<file path="src/rtl/comment_strip_filter_top_macros.svh">
// Assertion macros used by the comment strip filter output queue.
`ifndef COMMENT_STRIP_FILTER_TOP_MACROS_SVH
`define COMMENT_STRIP_FILTER_TOP_MACROS_SVH

// Same-cycle implication, checked outside reset.
`define CSF_ASSERT_IMPL(label, clk, rst_n, ante, cons) \
    label: assert property (@(posedge clk) disable iff (!rst_n) (ante) |-> (cons)) \
        else $error("assertion failed");

// Next-cycle implication, checked outside reset.
`define CSF_ASSERT_NEXT(label, clk, rst_n, ante, cons) \
    label: assert property (@(posedge clk) disable iff (!rst_n) (ante) |=> (cons)) \
        else $error("assertion failed");

`endif

</file>
<file path="src/rtl/csf_pkg.sv">
package csf_pkg;

    localparam int FIFO_DEPTH = 4;
    localparam int FIFO_AW    = $clog2(FIFO_DEPTH);
    localparam int COUNT_W    = $clog2(FIFO_DEPTH + 1);

    typedef struct packed {
        logic [1:0] n;
        logic [7:0] b0;
        logic [7:0] b1;
    } result_t;

    typedef struct packed {
        logic [7:0] data;
        logic       last;
    } entry_t;

endpackage

</file>
<file path="src/rtl/comment_strip_filter_top.sv">
// Channel   Handshake               Payload
// input     in_valid / in_ready     in_byte
// output    out_valid / out_ready   out_byte, last
//
// An accepted byte waits in the input register, is decoded there, and its results
// enter the output queue once it has room; out_valid follows the queue's count.
// One byte is taken every cycle while each yields at most one result and the output
// is ready; the output port moves one result per cycle, so two-result bytes queue up.
// Reset clears the scanner to normal mode at line start and empties the queue.
// A stalled output holds the input register once the queue lacks room for two results.
module comment_strip_filter_top (
    input  logic       clk,
    input  logic       rst_n,
    input  logic       in_valid,
    output logic       in_ready,
    input  logic [7:0] in_byte,
    output logic       out_valid,
    input  logic       out_ready,
    output logic [7:0] out_byte,
    output logic       last
);

    logic              in_valid_reg;
    logic [7:0]        in_byte_reg;
    logic              room;
    logic              consume;
    csf_pkg::result_t  result;

    assign consume  = in_valid_reg && room;
    assign in_ready = !in_valid_reg || consume;

    always_ff @(posedge clk or negedge rst_n)
    begin
        if (!rst_n)
        begin
            in_valid_reg <= 1'b0;
        end
        else if (in_ready)
        begin
            in_valid_reg <= in_valid;
        end
    end

    always_ff @(posedge clk)
    begin
        if (in_ready && in_valid)
        begin
            in_byte_reg <= in_byte;
        end
    end

    csf_step u_step (
        .clk     (clk),
        .rst_n   (rst_n),
        .fire    (consume),
        .in_byte (in_byte_reg),
        .result  (result)
    );

    csf_out_fifo u_fifo (
        .clk       (clk),
        .rst_n     (rst_n),
        .push      (consume),
        .result    (result),
        .room      (room),
        .out_valid (out_valid),
        .out_ready (out_ready),
        .out_byte  (out_byte),
        .last      (last)
    );

endmodule

</file>
<file path="src/rtl/csf_step.sv">
module csf_step (
    input  logic              clk,
    input  logic              rst_n,
    input  logic              fire,
    input  logic [7:0]        in_byte,
    output csf_pkg::result_t  result
);

    localparam logic [7:0] CH_SLASH  = 8'h2F;
    localparam logic [7:0] CH_STAR   = 8'h2A;
    localparam logic [7:0] CH_HASH   = 8'h23;
    localparam logic [7:0] CH_BSLASH = 8'h5C;
    localparam logic [7:0] CH_NL     = 8'h0A;
    localparam logic [7:0] CH_NUL    = 8'h00;

    localparam logic [2:0] MODE_NORMAL     = 3'd0;
    localparam logic [2:0] MODE_SLASH      = 3'd1;
    localparam logic [2:0] MODE_BLOCK      = 3'd2;
    localparam logic [2:0] MODE_BLOCK_STAR = 3'd3;
    localparam logic [2:0] MODE_AFTER      = 3'd4;
    localparam logic [2:0] MODE_HASH       = 3'd5;
    localparam logic [2:0] MODE_HASH_ESC   = 3'd6;

    logic [2:0] mode_reg;
    logic [2:0] mode_next;
    logic       line_start_reg;
    logic       line_start_next;
    logic       is_eol;

    assign is_eol = (in_byte == CH_NL) || (in_byte == CH_NUL);

    always_comb
    begin
        mode_next       = mode_reg;
        line_start_next = line_start_reg;
        result.n        = 2'd0;
        result.b0       = in_byte;
        result.b1       = in_byte;
        unique case (mode_reg)
            MODE_SLASH:
            begin
                if (in_byte == CH_STAR)
                begin
                    mode_next = MODE_BLOCK;
                end
                else
                begin
                    // The held slash goes out first; a hash after it is never at line start.
                    result.b0 = CH_SLASH;
                    if (in_byte == CH_SLASH)
                    begin
                        mode_next       = MODE_SLASH;
                        line_start_next = 1'b0;
                        result.n        = 2'd1;
                    end
                    else
                    begin
                        mode_next       = MODE_NORMAL;
                        line_start_next = is_eol;
                        result.n        = 2'd2;
                    end
                end
            end
            MODE_BLOCK:
            begin
                if (in_byte == CH_STAR)
                begin
                    mode_next = MODE_BLOCK_STAR;
                end
            end
            MODE_BLOCK_STAR:
            begin
                if (in_byte == CH_SLASH)
                begin
                    mode_next = MODE_AFTER;
                end
                else if (in_byte != CH_STAR)
                begin
                    mode_next = MODE_BLOCK;
                end
            end
            MODE_AFTER:
            begin
                mode_next       = MODE_NORMAL;
                line_start_next = is_eol;
                result.n        = 2'd1;
            end
            MODE_HASH:
            begin
                if (in_byte == CH_BSLASH)
                begin
                    mode_next = MODE_HASH_ESC;
                end
                else if (in_byte == CH_NL)
                begin
                    mode_next       = MODE_NORMAL;
                    line_start_next = 1'b1;
                    result.n        = 2'd1;
                end
            end
            MODE_HASH_ESC:
            begin
                mode_next = MODE_HASH;
            end
            default:
            begin
                if (in_byte == CH_SLASH)
                begin
                    mode_next       = MODE_SLASH;
                    line_start_next = 1'b0;
                end
                else if ((in_byte == CH_HASH) && line_start_reg)
                begin
                    mode_next = MODE_HASH;
                end
                else
                begin
                    mode_next       = MODE_NORMAL;
                    line_start_next = is_eol;
                    result.n        = 2'd1;
                end
            end
        endcase
    end

    always_ff @(posedge clk or negedge rst_n)
    begin
        if (!rst_n)
        begin
            mode_reg       <= MODE_NORMAL;
            line_start_reg <= 1'b1;
        end
        else if (fire)
        begin
            mode_reg       <= mode_next;
            line_start_reg <= line_start_next;
        end
    end

endmodule

</file>
<file path="src/rtl/csf_out_fifo.sv">
`include "comment_strip_filter_top_macros.svh"

module csf_out_fifo (
    input  logic              clk,
    input  logic              rst_n,
    input  logic              push,
    input  csf_pkg::result_t  result,
    output logic              room,
    output logic              out_valid,
    input  logic              out_ready,
    output logic [7:0]        out_byte,
    output logic              last
);

    csf_pkg::entry_t                    mem_reg [csf_pkg::FIFO_DEPTH];
    logic [csf_pkg::FIFO_AW-1:0]        wr_ptr_reg;
    logic [csf_pkg::FIFO_AW-1:0]        wr_ptr_next;
    logic [csf_pkg::FIFO_AW-1:0]        rd_ptr_reg;
    logic [csf_pkg::COUNT_W-1:0]        count_reg;
    logic [csf_pkg::COUNT_W-1:0]        count_next;
    logic [csf_pkg::COUNT_W-1:0]        push_n;
    logic                               pop;

    assign push_n    = push ? {{(csf_pkg::COUNT_W-2){1'b0}}, result.n}
                            : {csf_pkg::COUNT_W{1'b0}};
    assign pop       = out_valid && out_ready;
    assign out_valid = (count_reg != {csf_pkg::COUNT_W{1'b0}});
    assign room      = (count_reg <= csf_pkg::COUNT_W'(csf_pkg::FIFO_DEPTH - 2));
    assign out_byte  = mem_reg[rd_ptr_reg].data;
    assign last      = mem_reg[rd_ptr_reg].last;

    assign wr_ptr_next = wr_ptr_reg + csf_pkg::FIFO_AW'(1);
    assign count_next  = count_reg + push_n - {{(csf_pkg::COUNT_W-1){1'b0}}, pop};

    always_ff @(posedge clk)
    begin
        if (push && (result.n != 2'd0))
        begin
            mem_reg[wr_ptr_reg].data <= result.b0;
            mem_reg[wr_ptr_reg].last <= (result.n == 2'd1);
        end
        if (push && (result.n == 2'd2))
        begin
            mem_reg[wr_ptr_next].data <= result.b1;
            mem_reg[wr_ptr_next].last <= 1'b1;
        end
    end

    always_ff @(posedge clk or negedge rst_n)
    begin
        if (!rst_n)
        begin
            wr_ptr_reg <= {csf_pkg::FIFO_AW{1'b0}};
            rd_ptr_reg <= {csf_pkg::FIFO_AW{1'b0}};
            count_reg  <= {csf_pkg::COUNT_W{1'b0}};
        end
        else
        begin
            wr_ptr_reg <= wr_ptr_reg + push_n[csf_pkg::FIFO_AW-1:0];
            if (pop)
            begin
                rd_ptr_reg <= rd_ptr_reg + csf_pkg::FIFO_AW'(1);
            end
            count_reg <= count_next;
        end
    end

    `CSF_ASSERT_IMPL(a_no_overflow, clk, rst_n, push,
        (count_reg + push_n) <= csf_pkg::COUNT_W'(csf_pkg::FIFO_DEPTH))
    `CSF_ASSERT_IMPL(a_count_bound, clk, rst_n, 1'b1,
        count_reg <= csf_pkg::COUNT_W'(csf_pkg::FIFO_DEPTH))
    `CSF_ASSERT_NEXT(a_count_track, clk, rst_n, 1'b1,
        count_reg == ($past(count_reg) + $past(push_n) - {{(csf_pkg::COUNT_W-1){1'b0}}, $past(pop)}))

endmodule

</file>
<file path="config.mk">
export PLATFORM = sky130hd
export DESIGN_NAME = comment_strip_filter_top
export DESIGN_NICKNAME = d
export VERILOG_FILES = /design/src/rtl/csf_pkg.sv /design/src/rtl/comment_strip_filter_top.sv /design/src/rtl/csf_step.sv /design/src/rtl/csf_out_fifo.sv
export VERILOG_INCLUDE_DIRS = /design/src /design/src/rtl
export SDC_FILE = /design/constraint.sdc
export NUM_CORES = 1
export LEC_CHECK = 0
export BUFFER_PORTS_ARGS = -buffer_cell sky130_fd_sc_hd__buf_2
export CAP_MARGIN = 20
export CORE_UTILIZATION = 50
export DETAILED_ROUTE_END_ITERATION = 16
export GPL_ROUTABILITY_DRIVEN = 0
export GPL_TIMING_DRIVEN = 0
export PLACE_DENSITY = 0.78
export SYNTH_ARGS = -nofsm -noshare
export SYNTH_HDL_FRONTEND = slang
export SYNTH_SLANG_ARGS = --single-unit
</file>
<file path="constraint.sdc">
create_clock -name clk -period 4.05 [get_ports clk]
set_clock_uncertainty 0.2 [all_clocks]
set_input_delay 0.2025 -clock clk [delete_from_list [all_inputs] [get_ports clk]]
set_output_delay 0.2025 -clock clk [all_outputs]
set_load 0.1 [all_outputs]
</file>
==> results.json <==
{
  "ir_drop_uv": 419,
  "required_ns": 4.06,
  "leakagePower_nw": 1.21,
  "path_clk_slew_ns": 0.10,
  "critPathLaunchType": "register",
  "synth_warnings": 0,
  "multi_input_area_mm2": 0.00129,
  "r2r_start": "in_byte_reg[4]",
  "die-area_mm2": 0.00638,
  "io_buffers": 22,
  "p_switching_mw": 1.29,
  "dpl.hpwl_um": 4540,
  "critPathMaxStageDelay_ns": 0.69,
  "crit_family": "simple AND/OR/NAND/NOR gates",
  "clock_latency_ns": 0.31,
  "p_sw_frac": 0.497,
  "nets": 312,
  "cts_max_level": 2,
  "final_common_cell": "edfxtp_1",
  "worstSetupPathType": "register to register",
  "drc": 0,
  "synth_nets": 273,
  "postRouteAntennaNets": 0,
  "reg2reg_slack_ns": 0.46,
  "report.final.slew_viol_count": 0,
  "critPathBufInv": 2,
  "initial_utilization": 0.534,
  "timing.max_slew.rel_slack": 0.387,
  "drive_gt1_frac": 0.223,
  "drt_wl_total_um": 6440,
  "crit_arrival_ns": 3.59,
  "postLayoutCellArea_mm2": 0.00343,
  "setup_violations": 0,
  "seq_area_frac_synth": 0.522,
  "drt-vias-per-instance": 6.17,
  "ctsResizeCount": 0,
  "area_delta_synth_final_pct": 13.0,
  "clockRootBuffer": "clkbuf_8",
  "path_max_fanout": 8,
  "rows": 27,
  "power.share.sequential": 0.331,
  "cp_cell_sequence": "or4b_1 > buf_2 > nor3_1 > nor3_2 > clkinv_2 > ha_1 > fa_1 > xor2_1 > xnor2_1",
  "synth_area_mm2": 0.00303,
  "ys_ff_latch": 56,
  "critical_path.endpoint": "u_fifo.count_reg[2]",
  "intPower_mw": 1.30,
  "dr.pass1.iters": 5,
  "cp-end-kind": "register",
  "fmax_mhz": 279,
  "setup_tns_ns": 0,
  "hold_viol": 0,
  "maxCapViolCount": 0,
  "tritoncts": "yes",
  "r2r_end": "u_fifo.count_reg[2]",
  "period_needed_ns": 3.59,
  "final_cell_mix": "40 x edfxtp_1, 23 x buf_2, 23 x nand2_1",
  "synthCells": 256,
  "clock_sinks": 56,
  "post_dp_cell_area_mm2": 0.00323,
  "grt_max_degree": 18,
  "synthFlopType": "edfxtp_1",
  "rsz0062_at_grt": "no",
  "die_w_um": 79.9,
  "grt-ovfl-total": 0,
  "largest_reg_flops": 36,
  "io_pins": 23,
  "numCtsBuffers": 5,
  "grt_pass1_wl_um": 10600,
  "synth_cell_type_count": 63,
  "critPathLaunch": "in_byte_reg[4]",
  "outcome": "finished, final reports clean",
  "combPwrFrac": 0.546,
  "vias": 2269,
  "die-height_um": 79.9,
  "pwr-share-clk": 0.123,
  "grt_util_all_layers": 0.222,
  "fill_cells": 473,
  "antenna_cells": 0,
  "slowest_stage": "nor3_1",
  "cts_buffer_depth": 2,
  "antenna_found_initial": 0,
  "min_path_type": "primary input to register",
  "worst-path-stages": 9,
  "grt_pass1_vias": 2142,
  "core_mm2": 0.00568,
  "async_reset_ff_frac": 0.214,
  "period_share": 0.886,
  "routedWlPerCell_um": 17.5,
  "power_density_mw_per_mm2": 758,
  "tightest_slew_ns": 0.920,
  "r2r_cells": 9,
  "synth_edf_count": 40,
  "drt-initial-drc-count": 268,
  "avgSynthCellArea_um2": 11.8,
  "seqCellArea_mm2": 0.00158
}
==> worst min path at each step <==
stage	startpoint	endpoint	slack (ns)	cells past startpoint
floorplan	rst_n	in_valid_reg	-0.29	0
global placement	rst_n	u_step.mode_reg[2]	-0.1	1
detailed placement	rst_n	u_step.mode_reg[2]	-0.09	1
CTS	out_ready	u_fifo.rd_ptr_reg[0]	0.05	3
global route	out_ready	u_fifo.rd_ptr_reg[0]	0.07	3
finish	out_ready	u_fifo.rd_ptr_reg[0]	0.05	3
==> synthesized netlist by cell type, drive strengths merged (5+ instances only) <==
master  number  area share
inv         12       0.015
nor2        17       0.021
buf         10       0.025
o31ai        6       0.015
mux4         9       0.067
nor2b        6       0.012
a31oi        7       0.017
dfrtp       11       0.091
edfxtp      40        0.40
o21ai        7       0.012
a21oi       21       0.038
xnor2        6       0.017
nand2       23       0.028
nor3        10       0.018
nor4         5       0.010
==> metrics by stage <==
stage	power (mW)	worst slack, ns	hold slack, ns	std cells	util
detailed placement	2.27	0.540	-0.0895	350	0.569
global placement	2.24	0.543	-0.0954	350	0.569
CTS	2.60	0.501	0.0488	368	0.604
floorplan	2.02	0.882	-0.293	256	-
finish	2.60	0.462	0.0453	368	0.604
global route	2.73	0.246	0.0683	368	0.604
==> cells by family (layout without fill, tap and decap cells) <==
| kind of cell | count (synthesis) | count (layout) | share of synthesized area |
|---|---|---|---|
| and+or+nand+nor | 82 | 82 | 0.146 |
| AOI/OAI and AO/OA | 63 | 63 | 0.153 |
| DFF | 56 | 56 | 0.522 |
| buffers and inverters | 29 | 69 | 0.0512 |
| muxes | 13 | 13 | 0.0813 |
| xor gates and xnor gates | 8 | 8 | 0.0231 |
| adders and majority gates | 5 | 5 | 0.0231 |
==> power groups by stage <==
stage | logic, mW | registers [mW] | clock network (mW)
3_3_place_gp | 1.38 | 0.864 | 0
4_1_cts | 1.41 | 0.859 | 0.325
2_1_floorplan | 1.18 | 0.844 | 0
6_report | 1.42 | 0.859 | 0.320
3_5_place_dp | 1.40 | 0.872 | 0
5_1_grt | 1.51 | 0.875 | 0.343
==> area by class of cell <==
cell class                 instances  share of cell area
sequential                        56               0.462
multi-input combinational        171               0.377
timing repair buffer              32              0.0614
buffer                            15              0.0296
tap                               72              0.0263
clock buffer                       7              0.0252
inverter                          14              0.0157
clock inverter                     1             0.00256
==> repair_timing <==
item | 4_1_cts | 5_1_grt
buffers inserted | 0 | 0
setup endpoints to repair | 0 | 0
endpoints found under the hold margin | 21 | 0
hold buffers | 10 | 0
==> worst min-delay path, stage by stage <==
cell and delay, ns:
buf_2 0.07, and2_1 0.17, xor2_1 0.08
==> metal layers <==
metal / vias to the layer above / global-route usage / share of wire
li1: 1054 / - / -
met2: 93 / 0.389 / 0.52
met5: - / 0 / 0
met4: 0 / 0.0643 / 0.021
met1: 1110 / 0.288 / 0.41
met3: 12 / 0.0274 / 0.052
(Power assumes the default switching activity.)
